[config.mk]
export PLATFORM = sky130hd
export DESIGN_NAME = gaab_blend
export DESIGN_NICKNAME = d
export VERILOG_FILES = /design/src/rtl/gaab_pkg.sv /design/src/rtl/gaab_blend.sv
export SDC_FILE = /design/constraint.sdc
export NUM_CORES = 1
export LEC_CHECK = 0
export BUFFER_PORTS_ARGS = -buffer_cell sky130_fd_sc_hd__buf_4
export CORE_UTILIZATION = 25
export CTS_BUF_LIST = sky130_fd_sc_hd__clkbuf_8
export CTS_CLUSTER_DIAMETER = 200
export DETAILED_ROUTE_END_ITERATION = 8
export GPL_TIMING_DRIVEN = 0
export PLACE_DENSITY = 0.5
export SYNTH_ARGS = -nofsm -noshare
export SYNTH_HDL_FRONTEND = slang
export SYNTH_SLANG_ARGS = --single-unit
export TNS_END_PERCENT = 100
[constraint.sdc]
create_clock -name clk -period 6.6 [get_ports clk]
set_input_delay 0.33 -clock clk [delete_from_list [all_inputs] [get_ports clk]]
set_output_delay 0.33 -clock clk [all_outputs]
set_load 0.02 [all_outputs]
[src/rtl/gaab_pkg.sv]
// ----------------------------------------------------------------------------
// gaab_pkg: shared types, constants and tables of the glyph alpha atlas blender
// Holds the transfer structs, the operation and status codes, the slot layout
// and the colour scaling tables.
// ----------------------------------------------------------------------------
package gaab_pkg;

	// Slot layout: one slot per digit at every position but the dot position,
	// plus one shared slot for the dot.
	localparam int TEXT_POSITIONS = 6;
	localparam int CELL_PIXELS    = 2048;
	localparam int DIGITS         = 10;
	localparam int DOT_POSITION   = 2;
	localparam int SLOT_COUNT     = (TEXT_POSITIONS - 1) * DIGITS + 1;
	localparam int DOT_SLOT       = (TEXT_POSITIONS - 1) * DIGITS;
	localparam int SLOT_W         = $clog2(SLOT_COUNT);
	localparam int CNT_W          = $clog2(SLOT_COUNT + 1);
	localparam int MEM_DEPTH      = SLOT_COUNT * CELL_PIXELS;
	localparam int MEM_AW         = $clog2(MEM_DEPTH);
	localparam int CFG_IW         = 1;

	localparam logic [7:0] ASCII_ZERO = 8'h30;
	localparam logic [7:0] ASCII_NINE = 8'h39;
	localparam logic [7:0] ASCII_DOT  = 8'h2E;

	typedef enum logic [1:0] {
		OP_STORE      = 2'd0,
		OP_RESTORE    = 2'd1,
		OP_INVALIDATE = 2'd2,
		OP_NOP        = 2'd3
	} op_t;

	typedef enum logic [1:0] {
		ST_OK        = 2'd0,
		ST_BAD_SLOT  = 2'd1,
		ST_NOT_VALID = 2'd2
	} status_t;

	typedef enum logic [CFG_IW-1:0] {
		REG_TEXT_COLOR = 1'b0,
		REG_BACK_COLOR = 1'b1
	} cfg_reg_t;

	// One input item.
	typedef struct packed {
		logic [1:0]  operation;
		logic [2:0]  text_position;
		logic [7:0]  symbol;
		logic [10:0] pixel_offset;
		logic [15:0] pixel;
		logic        cell_last;
	} req_t;

	// One result item.
	typedef struct packed {
		logic [15:0] out_pixel;
		logic        pixel_write;
		logic [7:0]  coverage;
		logic [1:0]  status;
		logic        atlas_ready;
	} rsp_t;

	// Slot lookup handed from the slot controller to the datapath.
	typedef struct packed {
		logic              slot_ok;
		logic [SLOT_W-1:0] slot;
		logic              cell_ok;
		logic              atlas_ready;
	} slot_look_t;

	// Channel values packed red, green, blue from index 2 down to 0.
	typedef logic [2:0][7:0] rgb8_t;

	typedef logic [7:0] up5_lut_t [32];
	typedef logic [7:0] up6_lut_t [64];
	typedef logic [4:0] down5_lut_t [256];
	typedef logic [5:0] down6_lut_t [256];

	// Rounded 5-bit to 8-bit expansion.
	function automatic up5_lut_t build_up5();
		up5_lut_t t;
		for (int i = 0; i < 32; i++) begin
			t[i] = 8'((i * 255 + 15) / 31);
		end
		return t;
	endfunction

	// Rounded 6-bit to 8-bit expansion.
	function automatic up6_lut_t build_up6();
		up6_lut_t t;
		for (int i = 0; i < 64; i++) begin
			t[i] = 8'((i * 255 + 31) / 63);
		end
		return t;
	endfunction

	// Rounded 8-bit to 5-bit reduction.
	function automatic down5_lut_t build_down5();
		down5_lut_t t;
		for (int i = 0; i < 256; i++) begin
			t[i] = 5'((i * 31 + 127) / 255);
		end
		return t;
	endfunction

	// Rounded 8-bit to 6-bit reduction.
	function automatic down6_lut_t build_down6();
		down6_lut_t t;
		for (int i = 0; i < 256; i++) begin
			t[i] = 6'((i * 63 + 127) / 255);
		end
		return t;
	endfunction

	localparam up5_lut_t   UP5_LUT   = build_up5();
	localparam up6_lut_t   UP6_LUT   = build_up6();
	localparam down5_lut_t DOWN5_LUT = build_down5();
	localparam down6_lut_t DOWN6_LUT = build_down6();

	// Expands an RGB565 word to three 8-bit channels.
	function automatic rgb8_t expand565(input logic [15:0] c);
		rgb8_t r;
		r[2] = UP5_LUT[c[15:11]];
		r[1] = UP6_LUT[c[10:5]];
		r[0] = UP5_LUT[c[4:0]];
		return r;
	endfunction

endpackage

[src/rtl/gaab_blend.sv]
// ----------------------------------------------------------------------------
// gaab_blend: foreground over background blend
// Registers the weighted channel sums, then divides by 255 with shifts and
// reduces each channel back to RGB565.
// ----------------------------------------------------------------------------
module gaab_blend (
	input  logic            clk,
	input  logic            en,
	input  logic [7:0]      cov,
	input  gaab_pkg::rgb8_t fg8,
	input  gaab_pkg::rgb8_t bg8,
	input  logic [15:0]     text_color,
	output logic [15:0]     blend_px
);
	import gaab_pkg::*;

	logic [2:0][15:0] sum_s2;
	logic             full_s2;
	logic [2:0][16:0] quo;
	logic [2:0][7:0]  mix8;
	logic [7:0]       inv;

	// Weighted sums per channel, with the rounding term.
	assign inv = 8'd255 - cov;

	always_ff @(posedge clk) begin
		if (en) begin
			for (int i = 0; i < 3; i++) begin
				sum_s2[i] <= 16'(fg8[i]) * 16'(cov) + 16'(bg8[i]) * 16'(inv) + 16'd127;
			end
			full_s2 <= (cov == 8'd255);
		end
	end

	// Exact division by 255 for sums below 65535, then back to RGB565.
	always_comb begin
		for (int i = 0; i < 3; i++) begin
			quo[i]  = 17'(sum_s2[i]) + 17'(sum_s2[i] >> 8) + 17'd1;
			mix8[i] = quo[i][15:8];
		end
		if (full_s2) begin
			blend_px = text_color;
		end else begin
			blend_px = {DOWN5_LUT[mix8[2]], DOWN6_LUT[mix8[1]], DOWN5_LUT[mix8[0]]};
		end
	end

endmodule

After elaboration in Yosys (flattened, before gate mapping) --
Memory sizes are Yosys's and may differ from the RTL's. Cells that the tools add are included.
Cells by class: magnitude comparators 3, mux-type cells 7, bitwise operators 3, add/subtract/negate cells 13, $mul 6, equality and inequality tests 1
Operator list (count):
- $mul A8 B8 Y16 | 6
- $add A16 B1 Y16 const B | 3
- $add A16 B16 Y16 | 3
- $add A16 B7 Y16 const B | 3
- $add A16 B8 Y16 | 3
- $ge A9 B9 Y1 const B | 3
- $not A8 Y9 | 3
- $mux W5 | 4
- $mux W16 | 1
- $mux W6 | 2
- $eq A8 B8 Y1 const B | 1
- $sub A8 B8 Y8 const A | 1
Word-level totals: register bits 49, input bits 74, word-level logic and storage cells 40, output and inout port bits 16, bits in read-only memories 4096, memories kept 3
Memories:
- (name not given) | words 256, width 6, read ports 1, clocked after Yosys merged registers in 0, wr ports 0, RTL line gaab_blend.sv:44 | blend_px = {DOWN5_LUT[mix8[2]], DOWN6_LUT[mix8[1]], DOWN5_LUT[mix8[0]]};
- (name not given) | words 256, width 5, read ports 1, clocked after Yosys merged registers in 0, wr ports 0, RTL line gaab_blend.sv:44
- (name not given) | words 256, width 5, read ports 1, clocked after Yosys merged registers in 0, wr ports 0, RTL line gaab_blend.sv:44

Depth between registers and ports, before layout --
word-level depth 7, gate-level depth with buffers 22, gate-level depth less buffers 21

Least setup slack after synthesis --
OpenSTA, ideal clock, no wires.
path kind input to register, start input port cov[1], end register sum_s2[47] (netlist bit), data pin, required time 6334 ps, setup slack 636 ps, cell stages on the path 19, arrival 5698 ps, setup time 266 ps, buffers on the path 2, cell sequence clkbuf_1 -> clkbuf_1 -> nand2_1 -> fa_1 -> fa_1 -> inv_1 -> fa_1 -> fa_1 -> fa_1 -> inv_1 -> fa_1 -> inv_1 -> ha_1 -> a21o_1 -> a31o_1 -> a41o_1 -> nor4_1 -> nor3_1 -> or3b_1
On the way: word-level cells in the longest chain between the ends 4, elaborated cells between the ends (all ways) 5, classes of those cells add/sub: 3; mul: 2
RTL lines:
- from (decl) | RTL line gaab_blend.sv:9 | input logic [7:0] cov,
- $sub A8 B8 Y8 | RTL line gaab_blend.sv:24 | assign inv = 8'd255 - cov;
- $mul A8 B8 Y16 | RTL line gaab_blend.sv:29 | sum_s2[i] <= 16'(fg8[i]) * 16'(cov) + 16'(bg8[i]) * 16'(inv) + 16'd127;
- $add A16 B16 Y16 (*) | RTL line gaab_blend.sv:29
- $add A16 B7 Y16 (*) | RTL line gaab_blend.sv:29
- to (signal, indexed assignment) | RTL line gaab_blend.sv:29
- to (decl) | RTL line gaab_blend.sv:17 | logic [2:0][15:0] sum_s2;
Every way passes the cells marked *; elsewhere a longest branch is shown, timed or not. A chain may end at the register's enable or synchronous reset.

Worst setup path after layout --
start input port cov[7], end register sum_s2[47] (netlist bit), data pin
The elaborated chain is that of the path after synthesis.

==> reports/results.txt <==
Status: completed
Core Box Area: 68830 µm²
Synth cell types: 89
Hold_buf cts: 0
Unrepaired setup endpoints after global routing: no
Initial antenna violation count: 4
Critical path startpoint category: primary input
Port Buf Inserts: 81
Min Tclk post-route: 6.239 ns
Longest Clk Path Bufs: 2
Layout Nets: 2598
Crit path max-delay family: adder cells
Fin crit share: 0.9453
Area leader, netlist: fa_1
Buf/Inv on CP: 5
Maximum VDD drop: 0.0004715 V
Max_cap viols: 0
Commonest non-fill, non-tap cell in the layout: inv_1
WHS: 0.5065 ns
Leakage power: 0.009220 µW
Largest net degree at the start of global routing: 50
Rel. slew slack: 0.3880
Main synth FF type: edfxtp_1
Comb power frac: 0.876
Critical Path Max Stage Delay: 0.56 ns
Layout Utilization: 0.2807
Post-Route WL: 47.58 mm
Mapped cell area: 17440 µm²
Post-synthesis sequential area ratio: 0.08436
Area contributors post-synth: fa_1 (35%), ha_1 (14%), inv_1 (9.0%)
CTS clk-pin slew, worst paths: 0.10 ns
Final hold vios: 0
Clock network fraction of design power: 0.019
Final setup viols: 0
Fin. max-slew vios: 0
Net switching power: 5591 µW
Die ar.: 70830 µm²
Pwr dens: 557.1 nW/µm²
Cell count after synthesis: 1933
Critical path arrival: 6.32 ns
Mapped Avg Cell Area: 9.023 µm²
Synth top area share: 0.3547
Layout area overhead: 10.75%
Achievable frequency: 160.3 MHz
Post-route ant nets: 0
Pint: 5170 µW
Worst slack at placement: -0.5278 ns
Chip Height: 266.1 µm
Sw Share: 0.5196
Crit path kind: primary input to flop
Crit path top cell by count: fa_1
Critical Path Stages: 19
Crit-path cells: buf_1 -> buf_2 -> nand2_1 -> fa_1 -> inv_1 -> fa_1 -> fa_1 -> fa_1 -> fa_1 -> inv_1 -> fa_1 -> inv_1 -> ha_1 -> a21o_1 -> a31o_1 -> a41o_1 -> nor4_1 -> nor3_1 -> or3b_1
Routed vias/inst: 4.555
Hold Path Class: primary input to flop
Detail Placement HPWL: 40.34 mm
Drt wl/cell: 16.12 µm
CTS buffer count: 5
Filler cell count: 7406
# rows: 96
DRC: 0
GRT Resource Usage Total: 0.1401
Commonest cells after routing, fill and taps aside: inv_1 (420), fa_1 (309), ha_1 (195), nand2_1 (139), nor2b_1 (112)
H-tree levels: 2
Vias: 13450
Worst Hold Path Cells: 3
Placed cells: 2945
TritonCTS clock tree: yes
Seq pwr share: 0.105
Starting Density: 0.2534
Vias in the first global route: 14260
Syn_nets: 2511
Overflow after GRT: 0
Io pins: 90
Iter 0 DRT Violations: 692
Synthesis warning total: 0
Layout cells sized above 1: 0.06779
Post-synth EDFFs: 49
Final Instance Count excl. Fillers: 2952
First-pass GRT wire length: 77.91 mm
Antenna cell count: 0
Async SR Flop Fraction: 0
Final WS setup: 0.3610 ns
CP Capture Type: flop
WP data required: 6.68 ns
CP max FO: 10
Die W: 266.1 µm
Clock Tree Root: clkbuf_8
Critical Path Slowest Stage Cell: fa_1
FF+latch count, synth: 49
Sink Count: 49
Final GP Congestion: 0.8470
DR pass1 iterations: 7
Slew @ Worst Pin: 0.9180 ns
cells in the mapped netlist, drive strengths merged (6+ instances only):
cell / instances
nand3: 27
edfxtp: 49
o21ai: 40
clkbuf: 52
ha: 195
nor2b: 112
and2: 111
or3: 7
nand4: 7
a31oi: 7
nor2: 57
o211ai: 7
a21o: 14
a31o: 7
o31ai: 11
or2: 6
o21a: 7
nor3: 26
and3: 7
nor4: 7
buf: 9
and4: 7
inv: 422
a21oi: 45
nand2: 140
xnor2: 52
nand2b: 87
xor2: 13
a211oi: 21
fa: 309
path summary, 6_finish.rpt:
check / slack (ns) / endpoint / from
worst max-delay path: 0.36 / sum_s2[47] / cov[7]
worst min-delay path: 0.51 / sum_s2[32] / fg8[16]
cell type report:
class	count	area (µm²)	area share
Inverter	422	1584	0.08201
Buffer	60	249.0	0.01289
Timing Repair Buffer	81	608.1	0.03148
Clock inverter	3	21.27	0.001101
Clock buffer	5	68.82	0.003563
Tap cell	931	1165	0.06031
Multi-Input combinational cell	1401	14150	0.7325
Sequential cell	49	1471	0.07618
flip-flops by register name, indices dropped and copies added, names as in the netlist:
name     flops
full_s2      1
sum_s2      48
cell families after synthesis:
kind of cell | synth area share
compound gates | 0.08723
xor+xnor | 0.03372
fa+ha+maj | 0.4957
buf+inv | 0.1044
flops | 0.08436
mux | 0.002511
simple gates | 0.1920
per-layer routing:
metal	track usage	share of wire	up-vias
li1	-	-	6246
met1	0.1976	0.47	6800
met2	0.2287	0.45	367
met3	0.01932	0.057	34
met4	0.02516	0.015	0
met5	0	0	-
power groups by stage:
stage | logic [µW] | clock network [µW] | registers [µW]
floorplan | 7460 | 0 | 1060
global placement | 9370 | 0 | 1140
detailed placement | 9470 | 0 | 1140
CTS | 9550 | 209 | 1130
global route | 10900 | 218 | 1160
finish | 9430 | 200 | 1130
timing repair:
action                     in CTS  in global routing
buffers inserted                0                  0
setup endpoints to repair       1                  2
resized for setup               6                 13
through the flow:
step | cell area (µm²) | total power (µW) | setup TNS (ns)
after floorplan | 17440 | 8521 | 0
after global placement | 19210 | 10510 | -0.8490
after detailed placement | 19210 | 10620 | -1.093
after CTS | 19310 | 10890 | 0
after global routing | 19320 | 12240 | 0
final | 19320 | 10760 | 0
Power figures use the tool's default switching activity.
