===== config.mk =====
export PLATFORM = sky130hd
export DESIGN_NAME = gaab_slot_ctrl
export DESIGN_NICKNAME = d
export VERILOG_FILES = /design/src/rtl/gaab_pkg.sv /design/src/rtl/gaab_slot_ctrl.sv
export SDC_FILE = /design/constraint.sdc
export NUM_CORES = 1
export LEC_CHECK = 0
export BUFFER_PORTS_ARGS = -buffer_cell sky130_fd_sc_hd__buf_2
export CAP_MARGIN = 20
export CORE_UTILIZATION = 45
export CTS_CLUSTER_DIAMETER = 120
export DETAILED_ROUTE_END_ITERATION = 8
export PLACE_DENSITY = 0.77
export SETUP_SLACK_MARGIN = 0.3
export SYNTH_ARGS = -nofsm -noshare
export SYNTH_HDL_FRONTEND = slang
export SYNTH_SLANG_ARGS = --single-unit

===== constraint.sdc =====
create_clock -name clk -period 16.3 [get_ports clk]
set_input_delay 2.445 -clock clk [delete_from_list [all_inputs] [get_ports clk]]
set_output_delay 2.445 -clock clk [all_outputs]
set_load 0.03 [all_outputs]

===== src/rtl/gaab_pkg.sv =====
// ----------------------------------------------------------------------------
// gaab_pkg: shared types, constants and tables of the glyph alpha atlas blender
// Holds the transfer structs, the operation and status codes, the slot layout
// and the colour scaling tables.
// ----------------------------------------------------------------------------
package gaab_pkg;

	// Slot layout: one slot per digit at every position but the dot position,
	// plus one shared slot for the dot.
	localparam int TEXT_POSITIONS = 6;
	localparam int CELL_PIXELS    = 2048;
	localparam int DIGITS         = 10;
	localparam int DOT_POSITION   = 2;
	localparam int SLOT_COUNT     = (TEXT_POSITIONS - 1) * DIGITS + 1;
	localparam int DOT_SLOT       = (TEXT_POSITIONS - 1) * DIGITS;
	localparam int SLOT_W         = $clog2(SLOT_COUNT);
	localparam int CNT_W          = $clog2(SLOT_COUNT + 1);
	localparam int MEM_DEPTH      = SLOT_COUNT * CELL_PIXELS;
	localparam int MEM_AW         = $clog2(MEM_DEPTH);
	localparam int CFG_IW         = 1;

	localparam logic [7:0] ASCII_ZERO = 8'h30;
	localparam logic [7:0] ASCII_NINE = 8'h39;
	localparam logic [7:0] ASCII_DOT  = 8'h2E;

	typedef enum logic [1:0] {
		OP_STORE      = 2'd0,
		OP_RESTORE    = 2'd1,
		OP_INVALIDATE = 2'd2,
		OP_NOP        = 2'd3
	} op_t;

	typedef enum logic [1:0] {
		ST_OK        = 2'd0,
		ST_BAD_SLOT  = 2'd1,
		ST_NOT_VALID = 2'd2
	} status_t;

	typedef enum logic [CFG_IW-1:0] {
		REG_TEXT_COLOR = 1'b0,
		REG_BACK_COLOR = 1'b1
	} cfg_reg_t;

	// One input item.
	typedef struct packed {
		logic [1:0]  operation;
		logic [2:0]  text_position;
		logic [7:0]  symbol;
		logic [10:0] pixel_offset;
		logic [15:0] pixel;
		logic        cell_last;
	} req_t;

	// One result item.
	typedef struct packed {
		logic [15:0] out_pixel;
		logic        pixel_write;
		logic [7:0]  coverage;
		logic [1:0]  status;
		logic        atlas_ready;
	} rsp_t;

	// Slot lookup handed from the slot controller to the datapath.
	typedef struct packed {
		logic              slot_ok;
		logic [SLOT_W-1:0] slot;
		logic              cell_ok;
		logic              atlas_ready;
	} slot_look_t;

	// Channel values packed red, green, blue from index 2 down to 0.
	typedef logic [2:0][7:0] rgb8_t;

	typedef logic [7:0] up5_lut_t [32];
	typedef logic [7:0] up6_lut_t [64];
	typedef logic [4:0] down5_lut_t [256];
	typedef logic [5:0] down6_lut_t [256];

	// Rounded 5-bit to 8-bit expansion.
	function automatic up5_lut_t build_up5();
		up5_lut_t t;
		for (int i = 0; i < 32; i++) begin
			t[i] = 8'((i * 255 + 15) / 31);
		end
		return t;
	endfunction

	// Rounded 6-bit to 8-bit expansion.
	function automatic up6_lut_t build_up6();
		up6_lut_t t;
		for (int i = 0; i < 64; i++) begin
			t[i] = 8'((i * 255 + 31) / 63);
		end
		return t;
	endfunction

	// Rounded 8-bit to 5-bit reduction.
	function automatic down5_lut_t build_down5();
		down5_lut_t t;
		for (int i = 0; i < 256; i++) begin
			t[i] = 5'((i * 31 + 127) / 255);
		end
		return t;
	endfunction

	// Rounded 8-bit to 6-bit reduction.
	function automatic down6_lut_t build_down6();
		down6_lut_t t;
		for (int i = 0; i < 256; i++) begin
			t[i] = 6'((i * 63 + 127) / 255);
		end
		return t;
	endfunction

	localparam up5_lut_t   UP5_LUT   = build_up5();
	localparam up6_lut_t   UP6_LUT   = build_up6();
	localparam down5_lut_t DOWN5_LUT = build_down5();
	localparam down6_lut_t DOWN6_LUT = build_down6();

	// Expands an RGB565 word to three 8-bit channels.
	function automatic rgb8_t expand565(input logic [15:0] c);
		rgb8_t r;
		r[2] = UP5_LUT[c[15:11]];
		r[1] = UP6_LUT[c[10:5]];
		r[0] = UP5_LUT[c[4:0]];
		return r;
	endfunction

endpackage


===== src/rtl/gaab_slot_ctrl.sv =====
// ----------------------------------------------------------------------------
// gaab_slot_ctrl: slot decode and cell valid tracking
// Maps a text position and symbol to a slot, keeps one valid flag per slot
// and the count of valid slots, and reports whether the atlas is complete.
// ----------------------------------------------------------------------------
module gaab_slot_ctrl (
	input  logic                   clk,
	input  logic                   arst_n,
	input  logic                   accept,
	input  gaab_pkg::req_t         req,
	output gaab_pkg::slot_look_t   look
);
	import gaab_pkg::*;

	logic [SLOT_COUNT-1:0] cell_valid_q;
	logic [CNT_W-1:0]      valid_cells_q;
	logic [CNT_W-1:0]      valid_cells_nxt;
	logic [2:0]            dense;
	logic [3:0]            digit;
	logic                  is_digit;
	logic                  set_cell;
	logic                  clear_all;

	// Position and symbol to slot number, then the count of valid slots as it
	// stands after this transfer.
	always_comb begin
		digit    = 4'(req.symbol - ASCII_ZERO);
		is_digit = (req.symbol >= ASCII_ZERO) && (req.symbol <= ASCII_NINE);
		dense    = (req.text_position < 3'(DOT_POSITION)) ? req.text_position
		         : req.text_position - 3'd1;
		look.slot_ok = 1'b0;
		look.slot    = '0;
		if ({1'b0, req.text_position} < 4'(TEXT_POSITIONS)) begin
			if (req.text_position == 3'(DOT_POSITION)) begin
				look.slot_ok = (req.symbol == ASCII_DOT);
				look.slot    = SLOT_W'(DOT_SLOT);
			end else begin
				look.slot_ok = is_digit;
				look.slot    = SLOT_W'(dense) * SLOT_W'(DIGITS) + SLOT_W'(digit);
			end
		end
		look.cell_ok = look.slot_ok && cell_valid_q[look.slot];

		set_cell  = accept && (req.operation == OP_STORE) && look.slot_ok
		         && req.cell_last && !look.cell_ok;
		clear_all = accept && (req.operation == OP_INVALIDATE);
		if (clear_all) begin
			valid_cells_nxt = '0;
		end else if (set_cell) begin
			valid_cells_nxt = valid_cells_q + CNT_W'(1);
		end else begin
			valid_cells_nxt = valid_cells_q;
		end
		look.atlas_ready = (valid_cells_nxt == CNT_W'(SLOT_COUNT));
	end

	// Valid flags and count.
	always_ff @(posedge clk or negedge arst_n) begin
		if (!arst_n) begin
			cell_valid_q  <= '0;
			valid_cells_q <= '0;
		end else begin
			if (clear_all) begin
				cell_valid_q <= '0;
			end else if (set_cell) begin
				cell_valid_q[look.slot] <= 1'b1;
			end
			valid_cells_q <= valid_cells_nxt;
		end
	end

endmodule


==> Yosys cells after proc, flatten, opt, wreduce, memory -nomap -nowiden <==
Index checks and enable logic that the tools add are counted.
{ "classes": {"mux": 11, "addsub": 4, "eq_ne": 4, "bitwise_logic": 1, "magnitude_cmp": 6, "n_mul": 1, "reduce_logical": 11} }
{ "op_table": {"columns": ["op", "count"], "rows": [
  ["$mux W51", 2],
  ["$or A51 B51 Y51", 1],
  ["$mux W7", 2],
  ["$mux W6", 2],
  ["$eq A8 B6 Y1 const B", 1],
  ["$ge A8 B6 Y1 const B", 1],
  ["$le A8 B6 Y1 const B", 1],
  ["$logic_and A1 B1 Y1", 8],
  ["$lt A6 B7 Y1 const B", 1],
  ["$add A6 B1 Y6 const B", 1],
  ["$add A6 B4 Y6", 1],
  ["$bmux W1 S6", 1],
  ["$demux W1 S6", 1],
  ["$eq A6 B6 Y1 const B", 1],
  ["$ge A6 B1 Y1 const B", 1],
  ["$mul A3 B3 Y5 const B", 1],
  ["$sub A4 B1 Y4 const B", 1],
  ["$eq A3 B2 Y1 const B", 1],
  ["$lt A3 B2 Y1 const B", 1],
  ["$lt A3 B3 Y1 const B", 1],
  ["$mux W3", 1],
  ["$sub A3 B1 Y3 const B", 1],
  ["$eq A2 B2 Y1 const B", 1],
  ["$logic_not A2 Y1", 1],
  ["3 further kinds", 4]
]} }
{ "totals": {"wordCells": 40, "regBits": 57, "input_bits": 44} }

==> Logic depth before layout (Yosys ltp) <==
{ "depth": {"depth_word": 14, "mapped_depth": 18, "mapped_depth_nobuf": 15} }

==> Least setup slack after synthesis <==
OpenSTA, ideal clock, no wires.
{ "synth_path": {"path_kind": "input -> output", "startpoint": "input port req[36] in the netlist's numbering", "endpoint": "output port look[0] in the netlist's numbering", "setup_slack_ps": 7488, "stages": 16, "arrival_ps": 6367, "required_time_ps": 13855, "path_buffers": 3, "cell_sequence": "clkbuf_1 inv_1 ha_1 nor2_1 inv_1 fa_1 clkbuf_1 mux4_2 o221ai_2 a211oi_1 or4b_4 a41oi_2 buf_6 nand4_4 mux2i_1 and4_1"} }
{ "synth_lines": {"columns": ["item", "line", "rtl"], "rows": [
  ["start: declaration", "gaab_slot_ctrl.sv:10", "input gaab_pkg::req_t req,"],
  ["end: declaration", "gaab_slot_ctrl.sv:11", "output gaab_pkg::slot_look_t look"]
]} }

==> results.yml <==
setup_path:
  cp_max_fo: 16
  rr_startpoint: "cell_valid_q[7]$_DFFE_PN0P_"
  worstRegToRegCells: 9
  cp-start-kind: "primary input"
  critPathKind: "in -> out"
  worstPathArrival_ps: 7550
  r2r_setup_slack_ps: 12940
  rr_endpoint: "cell_valid_q[45]$_DFFE_PN0P_"
  end_kind: "primary output"
  worstPathRequired_ps: 13860
timing:
  slew-limit-headroom_pct: 31.6
  rsz0062_at_grt: "false"
  final_max_slew_viol_count: 0
  fmax_mhz: 100
  worst_pin_slew_ps: 1030
  setup_tns_ps: 0
  skew_ps: 7.22
  final_hold_viol_count: 0
  fin_crit_ps: 9990
  fin_crit_sh_pct: 61.3
  setup_violations: 0
logic_synthesis:
  ys_seq_area_share_pct: 41.2
  yosys_warnings: 0
  syn_area_per_cell_um2: 9.26
  synth_seq_cells: 57
  synthesis.area_um2: 3460
  ys.flop_type: "dfrtp_1"
  synth-async-reset-ratio_pct: 100
  synth_cell_types: 62
  netlist_instances: 374
  synth_edf_count: 0
  synth_nets: 426
grt:
  antenna_found_initial: 0
  grt_first_pass_wirelength_um: 14400
  grt_max_degree: 58
  overflow: 0
  globalRouteTotalUtil_pct: 22.8
  grt_pass1_vias: 2886
clock_tree:
  clockRootBuffer: "clkbuf_8"
  cts-htree-levels: 3
  tritoncts: "done"
  clk_latency_ps: 340
  cts_hold_buf: 0
  path_clk_slew_ps: 70
  post_cts_buffers: 0
  clockBufferDepth: 2
  cts_resized: 0
  cts_made_buffers: 9
  cts.sinks: 57
route:
  drt_iter0_markers: 326
  drt-total-wl_um: 8490
  vias: 3010
  via_per_inst: 6.11
  dr.pass1.iters: 5
  drc: 0
  ant_nets: 0
  avgRoutedWirePerCell_um: 17.2
floorplan:
  core_um2: 7330
  num_io_pins: 53
  start_util_pct: 47.2
  fp-row-count: 31
  dieHeight_um: 89.7
  die_w_um: 89.7
  die_area_um2: 8050
placed_design:
  place_congestion: 0.923
  io_buffers: 25
  hpwl_um: 5760
pwr:
  seqPwrFrac_pct: 37.8
  power_uw: 375
  power_density_nw_per_um2: 98.1
  irDropWorstVdd_mv: 0.0415
  net-switching-power_uw: 117
  pwr-share-clk_pct: 40.0
  swShare_pct: 31.2
  combPwrFrac_pct: 22.2
  leakagePower_nw: 1.79
  intPower_uw: 258
finish:
  layout_commonest_cell: "nor2_1"
  multiInputGateArea_um2: 1850
  final_cell_mix: "nor2_1 (67), dfrtp_1 (57), a21oi_1 (36)"
  antennaDiodeCount: 0
  nets: 441
  regArea_um2: 1430
  drive_above_1_share_pct: 17.3
  area_delta_synth_final_pct: 10.5
  fill_cells: 646
hold_path:
  hold_class: "reg -> reg"
  whs_path_depth: 1
  whs_endpoint: "valid_cells_q[5]$_DFF_PN0_"
  hp-start: "valid_cells_q[5]$_DFF_PN0_"
outcome:
  status: "complete, no violations"
run:
  drv_cap: 0
==> Yosys cell counts (4+ instances only) <==
cell type / n / share of area (%)
and2_1: 4 / 0.72
nand4_1: 5 / 0.90
nor3_1: 8 / 1.2
nand2b_1: 6 / 1.1
a21oi_1: 36 / 5.2
dfrtp_1: 57 / 41
mux2i_1: 10 / 2.9
a31oi_1: 17 / 3.1
xnor2_1: 5 / 1.3
xor2_1: 5 / 1.3
buf_6: 4 / 1.3
a211oi_1: 5 / 1.1
nand3_1: 9 / 1.3
o21ai_0: 8 / 1.2
nor2b_1: 5 / 0.90
nand2_1: 20 / 2.2
inv_1: 16 / 1.7
nor2_1: 67 / 7.3
clkbuf_1: 10 / 1.1
o31ai_2: 5 / 1.8
buf_2: 4 / 0.58
ha_1: 7 / 2.5
==> power by group through the flow <==
stage | Sequential (mW) | Combinational (mW) | Clock [mW]
CTS | 0.142 | 0.0823 | 0.152
detailed placement | 0.144 | 0.0819 | 0
global placement | 0.144 | 0.0803 | 0
floorplan | 0.144 | 0.0600 | 0
finish | 0.142 | 0.0834 | 0.150
global route | 0.142 | 0.0898 | 0.157
==> worst max-delay path, cell delays in order <==
cell	delay [ps]
buf_2	240
inv_1	180
ha_1	330
nor2_1	160
inv_1	80
fa_1	1010
inv_1	310
o311a_1	570
o211ai_1	290
or4b_4	500
a41oi_2	590
nand4_1	220
mux2i_1	210
and4_1	200
buf_2	190
==> metrics by stage <==
step | cell area (µm²) | hold WS (ps) | util (%) | worst slack (ps) | std cells
floorplan | 3460 | 437 | - | 7490 | 374
global placement | 3600 | 451 | 49.1 | 6420 | 477
detailed placement | 3600 | 470 | 49.1 | 6360 | 477
CTS | 3820 | 479 | 52.2 | 6360 | 493
global route | 3820 | 493 | 52.2 | 5940 | 493
finish | 3820 | 482 | 52.2 | 6310 | 493
==> state kept, by name, summed over array words and instances, names as in the netlist <==
signal and cells:
cell_valid_q 51, valid_cells_q 6
==> metal layers <==
metal	track usage [%]	routed length, µm	vias to the layer above
met5	0	0	-
met2	36.2	4060	123
met1	30.0	3580	1489
li1	-	-	1381
met4	10.8	210	0
met3	4.48	639	17
==> area by class of cell <==
type	count	share of cell area, %
Clock inverter	6	2.32
Multi-Input combinational cell	278	48.4
Clock buffer	10	3.60
Tap cell	99	3.24
Sequential cell	57	37.3
Inverter	17	1.67
Timing Repair Buffer	26	3.47
==> worst max-delay path by stage <==
| stage | from | to | slack, ps | cells past startpoint |
|---|---|---|---|---|
| floorplan | req[36] | look[0] | 7490 | 16 |
| global placement | req[37] | look[0] | 6420 | 16 |
| detailed placement | req[37] | look[0] | 6360 | 16 |
| CTS | req[37] | look[0] | 6360 | 16 |
| global route | req[37] | look[0] | 5940 | 16 |
| finish | req[37] | look[0] | 6310 | 15 |
==> logic make-up after synthesis <==
logic type	count (synthesis)	share of synthesized area [%]
AND/OR/NAND/NOR	144	21.7
AO/OA/AOI/OAI	100	19.9
buffers and inverters	39	5.35
flip-flops	57	41.2
multiplexers	16	6.25
adder cells (fa/ha/maj)	8	3.11
XOR/XNOR	10	2.53
Note: power is estimated with default switching activity, not from simulation.
